===== src/hw/rtl/dstf_pkg.sv =====
// dstf_pkg: types and constants shared by the deadline-sortable task fifo
// used by the channel interfaces, the controller, the datapath and the checker
`timescale 1ns / 1ps
`default_nettype none

package dstf_pkg;

  localparam int unsigned FUNC_W = 2;
  localparam int unsigned ID_W   = 16;
  localparam int unsigned DL_W   = 32;
  localparam int unsigned ST_W   = 2;
  localparam int unsigned OCC_W  = 5;

  typedef enum logic [FUNC_W-1:0] {
    FUNC_ENQ  = 2'd0,
    FUNC_DEQ  = 2'd1,
    FUNC_SORT = 2'd2
  } func_e;

  typedef enum logic [ST_W-1:0] {
    ST_OK    = 2'd0,
    ST_EMPTY = 2'd1,
    ST_FULL  = 2'd2
  } status_e;

  // read port address select
  typedef enum logic [1:0] {
    RD_HEAD   = 2'd0,
    RD_I      = 2'd1,
    RD_I_M1   = 2'd2,
    RD_POS_M2 = 2'd3
  } rd_sel_e;

  // write port source select
  typedef enum logic [1:0] {
    WR_NONE      = 2'd0,
    WR_TAIL      = 2'd1,
    WR_POS_RDATA = 2'd2,
    WR_POS_HELD  = 2'd3
  } wr_sel_e;

  typedef struct packed {
    logic [ID_W-1:0] id;
    logic [DL_W-1:0] dl;
  } entry_t;

  typedef struct packed {
    logic    push;
    logic    pop;
    rd_sel_e rd_sel;
    wr_sel_e wr_sel;
    logic    hold_load;
    logic    pos_dec;
    logic    i_init;
    logic    i_inc;
    logic    res_load;
    logic    res_data;
    status_e res_status;
  } cmd_t;

  typedef struct packed {
    logic cnt_zero;
    logic cnt_full;
    logic cnt_small;
    logic dl_gt;
    logic pos_one;
    logic i_last;
    logic out_free;
  } stat_t;

endpackage

`default_nettype wire


===== src/hw/rtl/dstf_if.sv =====
// dstf_req_if and dstf_rsp_if: valid/ready channels of the task fifo
// depends on dstf_pkg for field widths
`timescale 1ns / 1ps
`default_nettype none

interface dstf_req_if;
  import dstf_pkg::*;

  logic              valid;
  logic              ready;
  logic [FUNC_W-1:0] func;
  logic [ID_W-1:0]   task_id;
  logic [DL_W-1:0]   deadline;

  modport source (output valid, func, task_id, deadline, input ready);
  modport sink   (input valid, func, task_id, deadline, output ready);
endinterface

interface dstf_rsp_if;
  import dstf_pkg::*;

  logic             valid;
  logic             ready;
  logic [ID_W-1:0]  out_task_id;
  logic [DL_W-1:0]  out_deadline;
  logic [ST_W-1:0]  status;
  logic [OCC_W-1:0] occupancy;

  modport source (output valid, out_task_id, out_deadline, status, occupancy, input ready);
  modport sink   (input valid, out_task_id, out_deadline, status, occupancy, output ready);
endinterface

`default_nettype wire


===== src/hw/rtl/dstf_ctrl.sv =====
// dstf_ctrl: operation sequencer of the task fifo, drives datapath commands
// depends on dstf_pkg
`timescale 1ns / 1ps
`default_nettype none

module dstf_ctrl (
  input  wire logic                       clk_i,
  input  wire logic                       rst_ni,
  input  wire logic                       req_valid_i,
  input  wire logic [dstf_pkg::FUNC_W-1:0] req_func_i,
  output logic                            req_ready_o,
  input  wire dstf_pkg::stat_t            stat_i,
  output dstf_pkg::cmd_t                  cmd_o
);
  import dstf_pkg::*;

  typedef enum logic [2:0] {
    S_IDLE,
    S_DEQ,
    S_FETCH,
    S_HOLD,
    S_CMP,
    S_PLACE,
    S_DONE
  } state_e;

  state_e state_q, state_d;
  logic   accept;

  assign req_ready_o = (state_q == S_IDLE) && stat_i.out_free;
  assign accept      = req_valid_i && req_ready_o;

  always_comb begin
    cmd_o   = '0;
    state_d = state_q;
    case (state_q)
      S_IDLE: begin
        if (accept) begin
          case (req_func_i)
            FUNC_ENQ: begin
              cmd_o.res_load = 1'b1;
              if (stat_i.cnt_full) begin
                cmd_o.res_status = ST_FULL;
              end else begin
                cmd_o.push   = 1'b1;
                cmd_o.wr_sel = WR_TAIL;
              end
            end
            FUNC_DEQ: begin
              if (stat_i.cnt_zero) begin
                cmd_o.res_load   = 1'b1;
                cmd_o.res_status = ST_EMPTY;
              end else begin
                cmd_o.pop    = 1'b1;
                cmd_o.rd_sel = RD_HEAD;
                state_d      = S_DEQ;
              end
            end
            FUNC_SORT: begin
              if (stat_i.cnt_small) begin
                cmd_o.res_load = 1'b1;
              end else begin
                cmd_o.i_init = 1'b1;
                state_d      = S_FETCH;
              end
            end
            default: begin
              cmd_o.res_load = 1'b1;
            end
          endcase
        end
      end
      S_DEQ: begin
        cmd_o.res_load = 1'b1;
        cmd_o.res_data = 1'b1;
        state_d        = S_IDLE;
      end
      S_FETCH: begin
        cmd_o.rd_sel = RD_I;
        state_d      = S_HOLD;
      end
      S_HOLD: begin
        cmd_o.hold_load = 1'b1;
        cmd_o.rd_sel    = RD_I_M1;
        state_d         = S_CMP;
      end
      S_CMP: begin
        if (stat_i.dl_gt) begin
          // shift the larger entry up one slot and look one further down
          cmd_o.wr_sel  = WR_POS_RDATA;
          cmd_o.pos_dec = 1'b1;
          cmd_o.rd_sel  = RD_POS_M2;
          if (stat_i.pos_one) begin
            state_d = S_PLACE;
          end
        end else begin
          cmd_o.wr_sel = WR_POS_HELD;
          cmd_o.i_inc  = 1'b1;
          state_d      = stat_i.i_last ? S_DONE : S_FETCH;
        end
      end
      S_PLACE: begin
        cmd_o.wr_sel = WR_POS_HELD;
        cmd_o.i_inc  = 1'b1;
        state_d      = stat_i.i_last ? S_DONE : S_FETCH;
      end
      S_DONE: begin
        cmd_o.res_load = 1'b1;
        state_d        = S_IDLE;
      end
      default: begin
        state_d = S_IDLE;
      end
    endcase
  end

  always_ff @(posedge clk_i or negedge rst_ni) begin
    if (!rst_ni) begin
      state_q <= S_IDLE;
    end else begin
      state_q <= state_d;
    end
  end

endmodule

`default_nettype wire


===== src/hw/rtl/dstf_datapath.sv =====
// dstf_datapath: entry memory, head/tail/count pointers, sort registers
// and the result register of the task fifo; depends on dstf_pkg
`timescale 1ns / 1ps
`default_nettype none

module dstf_datapath #(
  parameter int unsigned QUEUE_DEPTH = 16
) (
  input  wire logic                       clk_i,
  input  wire logic                       rst_ni,
  input  wire dstf_pkg::cmd_t             cmd_i,
  output dstf_pkg::stat_t                 stat_o,
  input  wire logic [dstf_pkg::ID_W-1:0]  enq_id_i,
  input  wire logic [dstf_pkg::DL_W-1:0]  enq_dl_i,
  output logic                            res_valid_o,
  input  wire logic                       res_ready_i,
  output logic [dstf_pkg::ID_W-1:0]       res_id_o,
  output logic [dstf_pkg::DL_W-1:0]       res_dl_o,
  output logic [dstf_pkg::ST_W-1:0]       res_status_o,
  output logic [dstf_pkg::OCC_W-1:0]      res_occ_o
);
  import dstf_pkg::*;

  localparam int unsigned AW = $clog2(QUEUE_DEPTH);
  localparam int unsigned CW = $clog2(QUEUE_DEPTH + 1);
  localparam logic [AW:0]   DEPTH_S = (AW + 1)'(QUEUE_DEPTH);
  localparam logic [CW-1:0] DEPTH_C = CW'(QUEUE_DEPTH);

  entry_t mem [QUEUE_DEPTH];
  entry_t rdata_q;
  entry_t held_q;
  entry_t wdata;

  logic [AW-1:0] head_q, head_d;
  logic [AW-1:0] tail_q, tail_d;
  logic [CW-1:0] count_q, count_d;
  logic [AW-1:0] i_q;
  logic [AW-1:0] pos_q;
  logic [AW-1:0] raddr;
  logic [AW-1:0] waddr;
  logic          wen;

  logic             out_valid_q;
  logic [ID_W-1:0]  out_id_q;
  logic [DL_W-1:0]  out_dl_q;
  logic [ST_W-1:0]  out_st_q;
  logic [OCC_W-1:0] out_occ_q;

  // physical slot of an offset from a base slot, circular over the store
  function automatic logic [AW-1:0] slot_of(input logic [AW-1:0] base,
                                            input logic [AW-1:0] off);
    logic [AW:0] sum;
    sum = {1'b0, base} + {1'b0, off};
    if (sum >= DEPTH_S) begin
      sum = sum - DEPTH_S;
    end
    return sum[AW-1:0];
  endfunction

  always_comb begin
    case (cmd_i.rd_sel)
      RD_HEAD:   raddr = head_q;
      RD_I:      raddr = slot_of(head_q, i_q);
      RD_I_M1:   raddr = slot_of(head_q, i_q - AW'(1));
      RD_POS_M2: raddr = slot_of(head_q, pos_q - AW'(2));
      default:   raddr = head_q;
    endcase
  end

  always_comb begin
    wen   = 1'b1;
    waddr = slot_of(head_q, pos_q);
    wdata = held_q;
    case (cmd_i.wr_sel)
      WR_TAIL: begin
        waddr = tail_q;
        wdata = '{id: enq_id_i, dl: enq_dl_i};
      end
      WR_POS_RDATA: wdata = rdata_q;
      WR_POS_HELD:  wdata = held_q;
      default:      wen = 1'b0;
    endcase
  end

  always_comb begin
    head_d  = head_q;
    tail_d  = tail_q;
    count_d = count_q;
    if (cmd_i.push) begin
      tail_d  = slot_of(tail_q, AW'(1));
      count_d = count_q + CW'(1);
    end
    if (cmd_i.pop) begin
      head_d  = slot_of(head_q, AW'(1));
      count_d = count_q - CW'(1);
    end
  end

  always_ff @(posedge clk_i) begin
    if (wen) begin
      mem[waddr] <= wdata;
    end
    rdata_q <= mem[raddr];
  end

  // insertion sort working registers
  always_ff @(posedge clk_i) begin
    if (cmd_i.i_init) begin
      i_q <= AW'(1);
    end else if (cmd_i.i_inc) begin
      i_q <= i_q + AW'(1);
    end
    if (cmd_i.hold_load) begin
      held_q <= rdata_q;
      pos_q  <= i_q;
    end else if (cmd_i.pos_dec) begin
      pos_q <= pos_q - AW'(1);
    end
  end

  always_ff @(posedge clk_i or negedge rst_ni) begin
    if (!rst_ni) begin
      head_q  <= '0;
      tail_q  <= '0;
      count_q <= '0;
    end else begin
      head_q  <= head_d;
      tail_q  <= tail_d;
      count_q <= count_d;
    end
  end

  always_ff @(posedge clk_i or negedge rst_ni) begin
    if (!rst_ni) begin
      out_valid_q <= 1'b0;
    end else if (cmd_i.res_load) begin
      out_valid_q <= 1'b1;
    end else if (res_ready_i) begin
      out_valid_q <= 1'b0;
    end
  end

  always_ff @(posedge clk_i) begin
    if (cmd_i.res_load) begin
      out_id_q  <= cmd_i.res_data ? rdata_q.id : '0;
      out_dl_q  <= cmd_i.res_data ? rdata_q.dl : '0;
      out_st_q  <= cmd_i.res_status;
      out_occ_q <= OCC_W'(count_d);
    end
  end

  assign stat_o.cnt_zero  = (count_q == '0);
  assign stat_o.cnt_full  = (count_q == DEPTH_C);
  assign stat_o.cnt_small = (count_q <= CW'(1));
  assign stat_o.dl_gt     = (rdata_q.dl > held_q.dl);
  assign stat_o.pos_one   = (pos_q == AW'(1));
  assign stat_o.i_last    = ((CW'(i_q) + CW'(1)) == count_q);
  assign stat_o.out_free  = !out_valid_q || res_ready_i;

  assign res_valid_o  = out_valid_q;
  assign res_id_o     = out_id_q;
  assign res_dl_o     = out_dl_q;
  assign res_status_o = out_st_q;
  assign res_occ_o    = out_occ_q;

endmodule

`default_nettype wire


===== src/hw/rtl/deadline_sortable_task_fifo.sv =====
// deadline_sortable_task_fifo: circular task fifo with a stable in-place sort by deadline
// timing: enqueue, refused ops, no-ops and sort of 0 or 1 entries: result in the cycle after
// the transfer; dequeue adds one registered memory read; one item in work at a time
// sort of n >= 2 entries: per entry after the first, fetch, hold, one compare per shifted entry
// and a final compare or place write, then done; paced by the single read and write port
// reset: async active low, empties the fifo; the entry store itself is not cleared
`timescale 1ns / 1ps
`default_nettype none

module deadline_sortable_task_fifo #(
  parameter int unsigned QUEUE_DEPTH = 16
) (
  input  wire logic   clk_i,
  input  wire logic   rst_ni,
  dstf_req_if.sink    req_i,
  dstf_rsp_if.source  rsp_o
);
  import dstf_pkg::*;

  cmd_t  cmd;
  stat_t stat;
  logic  ready;

  dstf_ctrl u_ctrl (
    .clk_i       (clk_i),
    .rst_ni      (rst_ni),
    .req_valid_i (req_i.valid),
    .req_func_i  (req_i.func),
    .req_ready_o (ready),
    .stat_i      (stat),
    .cmd_o       (cmd)
  );

  dstf_datapath #(
    .QUEUE_DEPTH (QUEUE_DEPTH)
  ) u_datapath (
    .clk_i        (clk_i),
    .rst_ni       (rst_ni),
    .cmd_i        (cmd),
    .stat_o       (stat),
    .enq_id_i     (req_i.task_id),
    .enq_dl_i     (req_i.deadline),
    .res_valid_o  (rsp_o.valid),
    .res_ready_i  (rsp_o.ready),
    .res_id_o     (rsp_o.out_task_id),
    .res_dl_o     (rsp_o.out_deadline),
    .res_status_o (rsp_o.status),
    .res_occ_o    (rsp_o.occupancy)
  );

  assign req_i.ready = ready;

endmodule

`default_nettype wire


===== src/flat_wrapper.sv =====
// flat-port wrapper written by rule: the top's interface ports become plain ports
module deadline_sortable_task_fifo_flat import dstf_pkg::*;
#(
  parameter int unsigned QUEUE_DEPTH = 16
)
  (clk_i, rst_ni, req_i_valid, req_i_func, req_i_task_id, req_i_deadline, req_i_ready, rsp_o_valid, rsp_o_out_task_id, rsp_o_out_deadline, rsp_o_status, rsp_o_occupancy, rsp_o_ready);
  dstf_req_if req_i_i ();
  dstf_rsp_if rsp_o_i ();
  input  wire logic clk_i;
  input  wire logic rst_ni;
  input wire logic [$bits(req_i_i.valid)-1:0] req_i_valid;
  input wire logic [$bits(req_i_i.func)-1:0] req_i_func;
  input wire logic [$bits(req_i_i.task_id)-1:0] req_i_task_id;
  input wire logic [$bits(req_i_i.deadline)-1:0] req_i_deadline;
  output wire logic [$bits(req_i_i.ready)-1:0] req_i_ready;
  output wire logic [$bits(rsp_o_i.valid)-1:0] rsp_o_valid;
  output wire logic [$bits(rsp_o_i.out_task_id)-1:0] rsp_o_out_task_id;
  output wire logic [$bits(rsp_o_i.out_deadline)-1:0] rsp_o_out_deadline;
  output wire logic [$bits(rsp_o_i.status)-1:0] rsp_o_status;
  output wire logic [$bits(rsp_o_i.occupancy)-1:0] rsp_o_occupancy;
  input wire logic [$bits(rsp_o_i.ready)-1:0] rsp_o_ready;
  assign req_i_i.valid = req_i_valid;
  assign req_i_i.func = req_i_func;
  assign req_i_i.task_id = req_i_task_id;
  assign req_i_i.deadline = req_i_deadline;
  assign req_i_ready = req_i_i.ready;
  assign rsp_o_valid = rsp_o_i.valid;
  assign rsp_o_out_task_id = rsp_o_i.out_task_id;
  assign rsp_o_out_deadline = rsp_o_i.out_deadline;
  assign rsp_o_status = rsp_o_i.status;
  assign rsp_o_occupancy = rsp_o_i.occupancy;
  assign rsp_o_i.ready = rsp_o_ready;
  deadline_sortable_task_fifo #(.QUEUE_DEPTH(QUEUE_DEPTH)) u_core (.clk_i(clk_i), .rst_ni(rst_ni), .req_i(req_i_i), .rsp_o(rsp_o_i));
endmodule

===== config.mk =====
export PLATFORM = sky130hd
export DESIGN_NAME = deadline_sortable_task_fifo_flat
export DESIGN_NICKNAME = d
export VERILOG_FILES = /design/src/hw/rtl/dstf_pkg.sv /design/src/hw/rtl/dstf_if.sv /design/src/hw/rtl/dstf_ctrl.sv /design/src/hw/rtl/dstf_datapath.sv /design/src/hw/rtl/deadline_sortable_task_fifo.sv /design/src/flat_wrapper.sv
export SDC_FILE = /design/constraint.sdc
export NUM_CORES = 1
export LEC_CHECK = 0
export BUFFER_PORTS_ARGS = -buffer_cell sky130_fd_sc_hd__buf_2
export CORE_MARGIN = 8
export CORE_UTILIZATION = 31
export CTS_CLUSTER_SIZE = 40
export DETAILED_ROUTE_END_ITERATION = 6
export GPL_TIMING_DRIVEN = 0
export PLACE_DENSITY_LB_ADDON = 0.12
export SLEW_MARGIN = 25
export SYNTH_ARGS = -nofsm -noshare
export SYNTH_HDL_FRONTEND = slang
export SYNTH_HIERARCHICAL = 1
export SYNTH_SLANG_ARGS = --single-unit

===== constraint.sdc =====
create_clock -name clk_i -period 7.65 [get_ports clk_i]
set_clock_uncertainty 0.1 [all_clocks]
set_input_delay 1.1475 -clock clk_i [delete_from_list [all_inputs] [get_ports clk_i]]
set_output_delay 1.1475 -clock clk_i [all_outputs]
set_load 0.02 [all_outputs]

# [Yosys cells after proc, flatten, opt, wreduce, memory -nomap -nowiden]
# Memories as Yosys holds them, arrays and structs flattened. A register that Yosys moved wholly into a read port is not among the register bits.
# Cells that the tools add are included.
[totals] regBits=128 latchBits=0 ramBits=768 romBits=0 word_cells=133 n_memories=1
[mem_list] name="u_core.u_datapath.mem" depth=16 word_bits=48 rd=1 rd_clocked_by_memory_dff=1 write_ports=1 line_no="dstf_datapath.sv:29" text="entry_t mem [QUEUE_DEPTH];"
[op_classes] n_addsub=19 mul=0 div=0 magnitude_cmp=8 eq_ne=22 shifts=0 muxes=56 n_bitwise=0 reduce_logical=14
[ops] op="$pmux W48 S2" count=1
[ops] op="$mux W4" count=9
[ops] op="$gt A32 B32 Y1" count=1
[ops] op="$sub A4 B1 Y4 const B" count=8
[ops] op="$ge A5 B5 Y1 const B" count=6
[ops] op="$mux W3" count=8
[ops] op="$mux W1" count=22
[ops] op="$add A4 B4 Y5" count=4
[ops] op="$pmux W4 S4" count=1
[ops] op="$add A4 B1 Y5 const B" count=3
[ops] op="$pmux W3 S5" count=1
[ops] op="$eq A2 B2 Y1 const B" count=5
[ops] op="$mux W5" count=2
[ops] op="$eq A3 B3 Y1 const B" count=3
[ops] op="$ne A3 B3 Y1 const B" count=3
[ops] op="$mux W2" count=4
[ops] op="$pmux W2 S4" count=1
[ops] op="$eq A2 B1 Y1 const B" count=3
[ops] op="$eq A3 B2 Y1 const B" count=2
[ops] op="$mux W6" count=1
[ops] op="$pmux W1 S2" count=3
[ops] op="$pmux W2 S3" count=1
[ops] op="$pmux W3 S2" count=1
[ops] op="$add A5 B1 Y5 const B" count=1
[ops] op="other kinds (22)" count=25

# [Longest topological paths before layout]
# Gate-level depths: netlist of run 1.
[depth] depth_word=11 ltp_mapped=26

# [Cells and area by module]
# Netlist of run 1, hierarchy kept.
[by_module_without_submodules] module="dstf_datapath" n_inst=1 cells_per_inst=2265 area_per_inst_um2=38892.3 seq_area_each_um2=27666.5
[by_module_without_submodules] module="dstf_ctrl" n_inst=1 cells_per_inst=62 area_per_inst_um2=495.5 seq_area_each_um2=75.1

# [Worst setup path before layout of run 1]
# OpenSTA, ideal clock, no wires.
[synth_timing] path_type="input port to flip-flop" from="in rsp_o_ready" to="mem u_core/u_datapath/mem[12][0] (netlist name) (enable)" arrival_time_ps=5135 t_required_ps=7096 slack_ps=1962 cell_stages=10 path_buffers=2 path_cell_list="nand2b_1 > nor4b_4 > nand4b_1 > a21oi_1 > ha_1 > clkbuf_1 > clkbuf_1 > a21oi_1 > or2_2 > nor2_1"
[synth_lines] element="start, declared" line_no="flat_wrapper.sv:21" text="input wire logic [$bits(rsp_o_i.ready)-1:0] rsp_o_ready;"
[synth_lines] element="end, declared" line_no="dstf_datapath.sv:29"

==> results of run 1 <==
[kinds of logic after synthesis]
logic type                 after synthesis
AOI/OAI and AO/OA                      168
xor gates and xnor gates                26
adders and majority gates               62
buffers and inverters                  173
DFF                                    944
muxes                                  731
and+or+nand+nor                        223
[synthesized netlist by cell type (3+ instances only)]
master,n,area [um2]
sky130_fd_sc_hd__a21o_1,14,105
sky130_fd_sc_hd__o22a_1,3,26.3
sky130_fd_sc_hd__or3_1,3,18.8
sky130_fd_sc_hd__edfxtp_1,875,26300
sky130_fd_sc_hd__and2_1,50,313
sky130_fd_sc_hd__dfxtp_1,52,1040
sky130_fd_sc_hd__inv_1,54,203
sky130_fd_sc_hd__a21oi_1,64,320
sky130_fd_sc_hd__nor2b_1,9,56.3
sky130_fd_sc_hd__clkbuf_1,33,124
sky130_fd_sc_hd__mux2i_1,728,7290
sky130_fd_sc_hd__nand2_1,30,113
sky130_fd_sc_hd__nor2_1,78,293
sky130_fd_sc_hd__xor2_1,10,87.6
sky130_fd_sc_hd__buf_2,31,155
sky130_fd_sc_hd__dfrtp_1,17,425
sky130_fd_sc_hd__ha_1,60,751
sky130_fd_sc_hd__buf_1,6,22.5
sky130_fd_sc_hd__nand3_1,6,30.0
sky130_fd_sc_hd__nor3_1,5,25.0
sky130_fd_sc_hd__nand4_1,9,56.3
sky130_fd_sc_hd__buf_4,3,22.5
sky130_fd_sc_hd__nand2b_1,9,56.3
sky130_fd_sc_hd__o21a_1,4,30.0
sky130_fd_sc_hd__o21ai_0,15,75.1
sky130_fd_sc_hd__a22oi_1,52,390
sky130_fd_sc_hd__nor4_1,3,18.8
sky130_fd_sc_hd__buf_6,45,507
sky130_fd_sc_hd__xnor2_1,15,131
sky130_fd_sc_hd__or2_2,4,25.0
[through the flow]
step                hold slack [ps]  util [%]  worst slack [ps]  power [mW]  setup TNS, ps
global route                    333      37.4               198        17.8              0
global placement                340      33.4             -2670        12.1       -1807250
detailed placement              345      34.5               680        12.2              0
finish                          343      37.4               640        17.1              0
floorplan                       323         -              1960        10.2              0
CTS                             304      37.3               641        17.3              0
[worst max-delay path: stages (launching register included)]
cell and delay (ps):
sky130_fd_sc_hd__edfxtp_1 420, sky130_fd_sc_hd__inv_1 80, sky130_fd_sc_hd__ha_1 300, sky130_fd_sc_hd__nand4_1 90, sky130_fd_sc_hd__or2_2 310, sky130_fd_sc_hd__nor2_1 480, sky130_fd_sc_hd__o21ai_0 300, sky130_fd_sc_hd__a31oi_1 290
sky130_fd_sc_hd__o22a_1 330, sky130_fd_sc_hd__nand3b_1 270, sky130_fd_sc_hd__o21ai_0 280, sky130_fd_sc_hd__clkbuf_1 340, sky130_fd_sc_hd__nor2b_1 240, sky130_fd_sc_hd__nand2_1 80, sky130_fd_sc_hd__o221ai_1 100, sky130_fd_sc_hd__ha_1 210
sky130_fd_sc_hd__inv_1 60, sky130_fd_sc_hd__fa_1 500, sky130_fd_sc_hd__nand2_1 40, sky130_fd_sc_hd__o21ai_1 360, sky130_fd_sc_hd__buf_2 450, sky130_fd_sc_hd__buf_2 490, sky130_fd_sc_hd__mux2i_1 240, sky130_fd_sc_hd__mux2i_1 110
sky130_fd_sc_hd__mux2i_1 390
[state kept, by name (all words and copies together), names as in the netlist]
register                        count
u_core/u_datapath/head_q            4
u_core/u_datapath/res_occ_o         5
u_core/u_datapath/res_status_o      2
u_core/u_datapath/i_q               4
u_core/u_datapath/tail_q            4
u_core/u_datapath/rdata_q          48
u_core/u_datapath/mem             768
u_core/u_datapath/res_dl_o         32
u_core/u_datapath/pos_q             4
u_core/u_datapath/res_valid_o       1
u_core/u_datapath/res_id_o         16
u_core/u_datapath/held_q           48
u_core/u_ctrl/state_q               3
u_core/u_datapath/count_q           5
[report_power, final]
part / total, mW / switching, mW / internal, mW / leakage (nW)
sequential: 6.55 / 0.327 / 6.22 / 8.56
combinational: 5.51 / 3.35 / 2.15 / 7.92
clock: 5.01 / 2.04 / 2.97 / 1.70
total: 17.1 / 5.72 / 11.3 / 18.2
[metal layers]
metal  wire, um  up-vias  GRT usage (%)  part of all wire (%)
li1           -     9526              -                     -
met1      52600    10967           22.5                    45
met3       7430      154           3.94                   6.4
met4       2320        0           3.63                   2.0
met2      54000      562           26.8                    46
met5          0        -              0                     0
[cells in the final DEF (no fill, tap or decap), types with 50 or more instances in the layout]
cell and count:
sky130_fd_sc_hd__buf_2 142, sky130_fd_sc_hd__a22oi_1 52, sky130_fd_sc_hd__nor2_1 62, sky130_fd_sc_hd__dfxtp_1 52, sky130_fd_sc_hd__clkbuf_16 106, sky130_fd_sc_hd__edfxtp_1 875, sky130_fd_sc_hd__ha_1 60, sky130_fd_sc_hd__and2_1 50
sky130_fd_sc_hd__inv_1 53, sky130_fd_sc_hd__mux2i_1 728
[area by class of cell]
class	count	share of cell area (%)
clock inverter	37	0.850
multi-input combinational	1210	23.2
timing repair buffer	164	3.91
tap	1650	4.39
clock buffer	158	6.52
inverter	54	0.436
buffer	119	1.82
sequential	944	58.9
[how the worst min path moves through the flow]
stage	slack, ps	cells after the start	start	endpoint
floorplan	320	0	u_core/u_datapath/rdata_q[32]$_DFF_P_	u_core/u_datapath/held_q[32]$_DFFE_PP_
finish	340	1	rst_ni	u_core/u_datapath/res_valid_o$_DFFE_PN0P_
CTS	300	1	rst_ni	u_core/u_datapath/head_q[1]$_DFFE_PN0P_
global route	330	1	rst_ni	u_core/u_datapath/head_q[1]$_DFFE_PN0P_
detailed placement	350	0	u_core/u_datapath/rdata_q[43]$_DFF_P_	u_core/u_datapath/held_q[43]$_DFFE_PP_
global placement	340	0	u_core/u_datapath/rdata_q[43]$_DFF_P_	u_core/u_datapath/held_q[43]$_DFFE_PP_
==> report_table.html, run 1 <==
<table>
<tr><th>Metric</th><th>Value</th></tr>
<tr><th colspan="2">Synthesis</th></tr>
<tr><td>Synth Area in Simple Gates</td><td>2.95%</td></tr>
<tr><td>Xor/xnor share of the synthesized area</td><td>0.597%</td></tr>
<tr><td>Main combinational cell family by area after synthesis</td><td>multiplexers</td></tr>
<tr><td>Fraction of synthesized area in multiplexers</td><td>18.6%</td></tr>
<tr><td>Post-synth cell types</td><td>63</td></tr>
<tr><td>Top_reg_cell synth</td><td>sky130_fd_sc_hd__edfxtp_1</td></tr>
<tr><td>Post-synthesis net count</td><td>2443</td></tr>
<tr><td>Total of warnings raised by yosys</td><td>6</td></tr>
<tr><td>Async S/R FF share, synth</td><td>1.80%</td></tr>
<tr><td>Total of flip-flops plus latches after synthesis</td><td>944</td></tr>
<tr><td>Fraction of the mapped netlist area in adder cells</td><td>2.01%</td></tr>
<tr><td>Area of the mapped netlist</td><td>0.0394 mm2</td></tr>
<tr><td>Count of mapped cells out of synthesis</td><td>2327</td></tr>
<tr><td>Fraction of the mapped netlist area in compound gates</td><td>2.76%</td></tr>
<tr><td>Share of the yosys chip area belonging to registers</td><td>70.4%</td></tr>
<tr><td>Mean instance size in the synthesized netlist</td><td>16.9 um2</td></tr>
<tr><td>EDFF count, synth</td><td>875</td></tr>
<tr><th colspan="2">GRT</th></tr>
<tr><td>Antenna violations before repair</td><td>5</td></tr>
<tr><td>Total grt overflow</td><td>0</td></tr>
<tr><td>Largest net degree at the start of global routing</td><td>36</td></tr>
<tr><td>Via count of the first global-routing pass</td><td>21874</td></tr>
<tr><td>Wire length of the first global-routing pass</td><td>163 mm</td></tr>
<tr><td>Overall global routing resource usage</td><td>16.5%</td></tr>
<tr><th colspan="2">Placed design</th></tr>
<tr><td>RD Place Congestion</td><td>0.756</td></tr>
<tr><td>Placed Cells incl. Taps</td><td>4141</td></tr>
<tr><td>Count of input and output buffers</td><td>110</td></tr>
<tr><td>DPL Wire Length</td><td>80.7 mm</td></tr>
<tr><td>Area after DPL</td><td>0.0435 mm2</td></tr>
<tr><th colspan="2">Setup path</th></tr>
<tr><td>Sort of element at the start of the critical path</td><td>flip-flop</td></tr>
<tr><td>Arrival time of data at the critical path endpoint</td><td>7440 ps</td></tr>
<tr><td>Origin of the critical flop-to-flop path</td><td>u_core/u_datapath/held_q[9]$_DFFE_PP_</td></tr>
<tr><td>Critical Path Fanout Max</td><td>10</td></tr>
<tr><td>Required arrival time at the worst endpoint</td><td>8080 ps</td></tr>
<tr><td>CP startpoint</td><td>u_core/u_datapath/held_q[9]$_DFFE_PP_</td></tr>
<tr><td>Crit path to</td><td>u_core/u_datapath/rdata_q[4]$_DFF_P_</td></tr>
<tr><td>R2R cell count</td><td>24</td></tr>
<tr><td>Endpoint type of the worst setup path</td><td>flip-flop</td></tr>
<tr><td>Setup CP Type</td><td>flip-flop to flip-flop</td></tr>
<tr><td>End of the worst register-to-register path</td><td>u_core/u_datapath/rdata_q[4]$_DFF_P_</td></tr>
<tr><td>Reg-to-reg setup timing slack</td><td>640 ps</td></tr>
<tr><th colspan="2">STA</th></tr>
<tr><td>Final number of setup-violating endpoints</td><td>0</td></tr>
<tr><td>Max Clk Rate</td><td>0.143 GHz</td></tr>
<tr><td>Final hold vios</td><td>0</td></tr>
<tr><td>Min Clock Period, post-route</td><td>7010 ps</td></tr>
<tr><td>Period utilisation layout</td><td>91.6%</td></tr>
<tr><td>Fin. max-slew vios</td><td>0</td></tr>
<tr><td>Transition time at the pin with the least slew margin</td><td>1070 ps</td></tr>
<tr><td>Setup repair after global routing missed its margin</td><td>no</td></tr>
<tr><td>Normalized max-slew margin</td><td>28.6%</td></tr>
<tr><th colspan="2">Cells and area</th></tr>
<tr><td>Fraction of layout instances using a drive strength above 1</td><td>18.5%</td></tr>
<tr><td>Fill cells</td><td>11740</td></tr>
<tr><td>Number of nets in the finished design</td><td>2714</td></tr>
<tr><td>Final Non-Filler Cells</td><td>4336</td></tr>
<tr><td>Final design instance area without fill</td><td>0.0471 mm2</td></tr>
<tr><td>Multi-input gate area</td><td>0.0109 mm2</td></tr>
<tr><td>Count of antenna diodes in the layout</td><td>0</td></tr>
<tr><td>Syn-to-layout area delta</td><td>19.5%</td></tr>
<tr><td>Footprint of the flip-flops and latches</td><td>0.0277 mm2</td></tr>
<tr><th colspan="2">Clocking</th></tr>
<tr><td>Clock latency reported for the late side of the worst-skew pair</td><td>690 ps</td></tr>
<tr><td>Buffers inserted by post-CTS timing repair</td><td>0</td></tr>
<tr><td>TritonCTS clock tree</td><td>yes</td></tr>
<tr><td>Hold buffer count at cts</td><td>0</td></tr>
<tr><td>Buffers from clock root to sink, at most</td><td>3</td></tr>
<tr><td>CTS root buf</td><td>sky130_fd_sc_hd__clkbuf_16</td></tr>
<tr><td>Post_cts resized</td><td>0</td></tr>
<tr><td>Clock-pin transition on the worst setup and hold timing paths</td><td>60 ps</td></tr>
<tr><td>CTS sink count</td><td>944</td></tr>
<tr><td>Total clock buffers created by CTS</td><td>105</td></tr>
<tr><td>CTS H-Tree Depth</td><td>3</td></tr>
<tr><th colspan="2">Min path</th></tr>
<tr><td>Tightest Hold Check Type</td><td>input pin to asynchronous set/reset pin</td></tr>
<tr><th colspan="2">Floorplanning</th></tr>
<tr><td>Top-level I/O count</td><td>111</td></tr>
<tr><td>Placeable core area</td><td>0.126 mm2</td></tr>
<tr><td>Initial Util</td><td>31.3%</td></tr>
<tr><td>Vertical die dimension</td><td>372 um</td></tr>
<tr><td>Total number of placement rows</td><td>130</td></tr>
<tr><td>DIE AREA</td><td>0.139 mm2</td></tr>
<tr><td>Width of the chip</td><td>372 um</td></tr>
<tr><th colspan="2">Route</th></tr>
<tr><td>Number of design rule violations left after detail routing</td><td>0</td></tr>
<tr><td>Violation count after the first detailed-route iteration</td><td>1621</td></tr>
<tr><td>Detailed-route wire length per cell</td><td>26.8 um</td></tr>
<tr><td>Via count normalized by instance count</td><td>4.89</td></tr>
<tr><td>Via count of the routed design</td><td>21209</td></tr>
<tr><td>Router iterations before antenna repair</td><td>7</td></tr>
<tr><td>Total Routed Length</td><td>116 mm</td></tr>
<tr><td>Number of antenna-violating nets in the routed design</td><td>0</td></tr>
<tr><th colspan="2">Run status</th></tr>
<tr><td>Result of the run</td><td>completed</td></tr>
<tr><th colspan="2">Pwr</th></tr>
<tr><td>Pwr dens</td><td>362 mW/mm2</td></tr>
<tr><td>Peak VDD IR</td><td>0.188 mV</td></tr>
<tr><td>Static leakage power</td><td>18.2 nW</td></tr>
<tr><th colspan="2">Job</th></tr>
<tr><td>MaxCap Viol Count</td><td>0</td></tr>
</table>
Note: power is estimated with default switching activity, not from simulation.
==> run 2, diff against run 1 <==
- PLACE_DENSITY: default -> 0.54
- PLACE_DENSITY_LB_ADDON: 0.12 -> default
==> report_table.html, run 2 (synthesis gave the netlist of run 1 again) <==
<table>
<tr><th>Metric</th><th>Value</th></tr>
<tr><th colspan="2">Cells and area</th></tr>
<tr><td>Flip-flop count of the largest register, all copies and words added</td><td>768 (unchanged)</td></tr>
<tr><td>Count of antenna diodes in the layout</td><td>0 (unchanged)</td></tr>
<tr><td>Syn-to-layout area delta</td><td>19.1% (was 19.5%)</td></tr>
<tr><td>Multi-input gate area</td><td>0.0109 mm2 (about the same)</td></tr>
<tr><td>Register with the highest flop count</td><td>u_core/u_datapath/mem (unchanged)</td></tr>
<tr><td>Fill cells</td><td>11618 (was 11740)</td></tr>
<tr><td>Top library cells by usage in the layout, fill and taps aside</td><td>sky130_fd_sc_hd__edfxtp_1, sky130_fd_sc_hd__mux2i_1, sky130_fd_sc_hd__buf_2, sky130_fd_sc_hd__clkbuf_16, sky130_fd_sc_hd__nor2_1 (unchanged)</td></tr>
<tr><td>Most common library cell in the layout ignoring fill and taps</td><td>sky130_fd_sc_hd__edfxtp_1 (unchanged)</td></tr>
<tr><td>Fraction of layout instances using a drive strength above 1</td><td>17.6% (was 18.5%)</td></tr>
<tr><td>Registers with the highest flip-flop counts</td><td>u_core/u_datapath/mem x768, u_core/u_datapath/held_q x48, u_core/u_datapath/rdata_q x48 (unchanged)</td></tr>
<tr><td>Number of nets in the finished design</td><td>2701 (was 2714)</td></tr>
<tr><td>Final design instance area without fill</td><td>0.0469 mm2 (was 0.0471 mm2)</td></tr>
<tr><td>Footprint of the flip-flops and latches</td><td>0.0277 mm2 (unchanged)</td></tr>
<tr><th colspan="2">STA</th></tr>
<tr><td>Setup repair after global routing missed its margin</td><td>no (unchanged)</td></tr>
<tr><td>Max Clk Rate</td><td>0.141 GHz (was 0.143 GHz)</td></tr>
<tr><td>Transition time at the pin with the least slew margin</td><td>1140 ps (was 1070 ps)</td></tr>
<tr><td>Final hold vios</td><td>0 (unchanged)</td></tr>
<tr><td>Normalized max-slew margin</td><td>24.3% (was 28.6%)</td></tr>
<tr><td>Fin. max-slew vios</td><td>0 (unchanged)</td></tr>
<tr><td>Min Clock Period, post-route</td><td>7080 ps (was 7010 ps)</td></tr>
<tr><td>Final number of setup-violating endpoints</td><td>0 (unchanged)</td></tr>
<tr><td>Setup tns final</td><td>0 ps (unchanged)</td></tr>
<tr><td>Period utilisation layout</td><td>92.5% (was 91.6%)</td></tr>
<tr><th colspan="2">Clocking</th></tr>
<tr><td>Clock latency reported for the late side of the worst-skew pair</td><td>670 ps (was 690 ps)</td></tr>
<tr><td>Buffers inserted by post-CTS timing repair</td><td>0 (unchanged)</td></tr>
<tr><td>TritonCTS clock tree</td><td>yes (unchanged)</td></tr>
<tr><td>Post_cts resized</td><td>0 (unchanged)</td></tr>
<tr><td>CTS H-Tree Depth</td><td>3 (unchanged)</td></tr>
<tr><td>Buffers from clock root to sink, at most</td><td>3 (unchanged)</td></tr>
<tr><td>Clock-pin transition on the worst setup and hold timing paths</td><td>60 ps (about the same)</td></tr>
<tr><td>Total clock buffers created by CTS</td><td>96 (was 105)</td></tr>
<tr><td>CTS root buf</td><td>sky130_fd_sc_hd__clkbuf_16 (unchanged)</td></tr>
<tr><td>CTS sink count</td><td>944 (unchanged)</td></tr>
<tr><td>Hold buffer count at cts</td><td>0 (unchanged)</td></tr>
<tr><th colspan="2">GRT</th></tr>
<tr><td>Largest net degree at the start of global routing</td><td>40 (was 36)</td></tr>
<tr><td>Via count of the first global-routing pass</td><td>21822 (was 21874)</td></tr>
<tr><td>Wire length of the first global-routing pass</td><td>154 mm (was 163 mm)</td></tr>
<tr><td>Total grt overflow</td><td>0 (unchanged)</td></tr>
<tr><td>Antenna violations before repair</td><td>6 (was 5)</td></tr>
<tr><td>Overall global routing resource usage</td><td>15.3% (was 16.5%)</td></tr>
<tr><th colspan="2">Floorplanning</th></tr>
<tr><td>Vertical die dimension</td><td>372 um (unchanged)</td></tr>
<tr><td>Placeable core area</td><td>0.126 mm2 (unchanged)</td></tr>
<tr><td>DIE AREA</td><td>0.139 mm2 (unchanged)</td></tr>
<tr><td>Initial Util</td><td>31.3% (unchanged)</td></tr>
<tr><td>Width of the chip</td><td>372 um (unchanged)</td></tr>
<tr><td>Total number of placement rows</td><td>130 (unchanged)</td></tr>
<tr><td>Top-level I/O count</td><td>111 (unchanged)</td></tr>
<tr><th colspan="2">Setup path</th></tr>
<tr><td>Setup CP Type</td><td>flip-flop to flip-flop (unchanged)</td></tr>
<tr><td>Critical Path Fanout Max</td><td>10 (unchanged)</td></tr>
<tr><td>Endpoint type of the worst setup path</td><td>flip-flop (unchanged)</td></tr>
<tr><td>Required arrival time at the worst endpoint</td><td>8030 ps (was 8080 ps)</td></tr>
<tr><td>Arrival time of data at the critical path endpoint</td><td>7460 ps (was 7440 ps)</td></tr>
<tr><td>Sort of element at the start of the critical path</td><td>flip-flop (unchanged)</td></tr>
<tr><th colspan="2">Pwr</th></tr>
<tr><td>Static leakage power</td><td>18.1 nW (was 18.2 nW)</td></tr>
<tr><td>Pwr dens</td><td>362 mW/mm2 (about the same)</td></tr>
<tr><td>Peak VDD IR</td><td>0.167 mV (was 0.188 mV)</td></tr>
<tr><th colspan="2">Route</th></tr>
<tr><td>Total Routed Length</td><td>110 mm (was 116 mm)</td></tr>
<tr><td>Router iterations before antenna repair</td><td>5 (was 7)</td></tr>
<tr><td>Number of antenna-violating nets in the routed design</td><td>0 (unchanged)</td></tr>
<tr><td>Number of design rule violations left after detail routing</td><td>0 (unchanged)</td></tr>
<tr><td>Detailed-route wire length per cell</td><td>25.4 um (was 26.8 um)</td></tr>
<tr><td>Via count normalized by instance count</td><td>5.02 (was 4.89)</td></tr>
<tr><td>Violation count after the first detailed-route iteration</td><td>2236 (was 1621)</td></tr>
<tr><td>Via count of the routed design</td><td>21685 (was 21209)</td></tr>
<tr><th colspan="2">Placed design</th></tr>
<tr><td>Count of input and output buffers</td><td>110 (unchanged)</td></tr>
<tr><td>Area after DPL</td><td>0.0434 mm2 (was 0.0435 mm2)</td></tr>
<tr><td>DPL Wire Length</td><td>73.1 mm (was 80.7 mm)</td></tr>
<tr><td>RD Place Congestion</td><td>0.815 (was 0.756)</td></tr>
<tr><th colspan="2">Job</th></tr>
<tr><td>MaxCap Viol Count</td><td>0 (unchanged)</td></tr>
<tr><th colspan="2">Min path</th></tr>
<tr><td>Tightest Hold Check Type</td><td>input pin to asynchronous set/reset pin (unchanged)</td></tr>
<tr><th colspan="2">Run status</th></tr>
<tr><td>Result of the run</td><td>completed (unchanged)</td></tr>
</table>
run 2: changes by cell type in the layout (fill, tap and decap cells not counted), sizes merged:
cell | previous run | this run
clkinvlp | 4 | 2
buf | 248 | 245
clkbuf | 193 | 156
inv | 54 | 55
bufinv | 6 | 18
clkinv | 27 | 37
run 2: path summary, 6_finish.rpt:
path	from	to	slack, ps	cells past startpoint
max	u_core/u_datapath/rdata_q[9]$_DFF_P_	u_core/u_datapath/rdata_q[4]$_DFF_P_	570	23
min	rst_ni	u_core/u_ctrl/state_q[1]$_DFFE_PN0P_	340	1
max reg2reg	u_core/u_datapath/rdata_q[9]$_DFF_P_	u_core/u_datapath/rdata_q[4]$_DFF_P_	570	23
min reg2reg	u_core/u_datapath/rdata_q[35]$_DFF_P_	u_core/u_datapath/held_q[35]$_DFFE_PP_	360	0
max in group asynchronous	rst_ni	u_core/u_datapath/count_q[4]$_DFF_PN0_	6790	1
min in group clk_i	u_core/u_datapath/rdata_q[35]$_DFF_P_	u_core/u_datapath/held_q[35]$_DFFE_PP_	360	0
run 2: layout make-up:
type	instances	share of cell area, %
Tap cell	1650	4.40
Buffer	119	1.81
Inverter	54	0.437
Timing Repair Buffer	160	3.82
Clock buffer	122	5.46
Multi-Input combinational cell	1210	23.2
Clock inverter	58	1.70
Sequential cell	944	59.1
run 2: power by group:
part | switching, mW | internal, mW
registers | 0.351 | 6.22
clock network | 1.97 | 2.98
logic | 3.29 | 2.15
total | 5.61 | 11.4
run 2: per-layer routing:
metal	share of wire (%)	vias to the layer above	global-route usage, %	wire length, um
met5	0.012	-	0	13
met4	2.4	2	3.89	2580
met3	7.9	168	3.47	8680
met2	45	855	24.0	48900
met1	45	11202	21.5	49300
li1	-	9458	-	-
run 2: critical path, cell delays in order, from the launching register on:
cell and delay [ps]:
sky130_fd_sc_hd__dfxtp_1 410, sky130_fd_sc_hd__ha_1 360, sky130_fd_sc_hd__nand4_1 90, sky130_fd_sc_hd__or2_2 310
sky130_fd_sc_hd__nor2_1 470, sky130_fd_sc_hd__o21ai_0 370, sky130_fd_sc_hd__a31oi_1 260, sky130_fd_sc_hd__o22a_1 350
sky130_fd_sc_hd__nand3b_1 270, sky130_fd_sc_hd__o21ai_0 280, sky130_fd_sc_hd__clkbuf_1 330, sky130_fd_sc_hd__nor2b_1 240
sky130_fd_sc_hd__nand2_1 80, sky130_fd_sc_hd__o221ai_1 90, sky130_fd_sc_hd__ha_1 230, sky130_fd_sc_hd__inv_1 60
sky130_fd_sc_hd__fa_1 500, sky130_fd_sc_hd__nand2_1 40, sky130_fd_sc_hd__o21ai_1 290, sky130_fd_sc_hd__buf_2 460
sky130_fd_sc_hd__buf_2 470, sky130_fd_sc_hd__mux2i_1 240, sky130_fd_sc_hd__mux2i_1 120, sky130_fd_sc_hd__mux2i_1 470
run 2: through the flow:
stage                     instances  power, mW  hold WS (ps)  util [%]  setup slack (ps)
final                          4317       17.0           342      37.3               570
after global placement         4087       11.9           343      33.4             -2410
after global routing           4317       17.6           349      37.3               134
after detailed placement       4137       12.1           346      34.5               810
after floorplan                2327       10.2           323         -              1960
after CTS                      4317       17.1           334      37.2               732
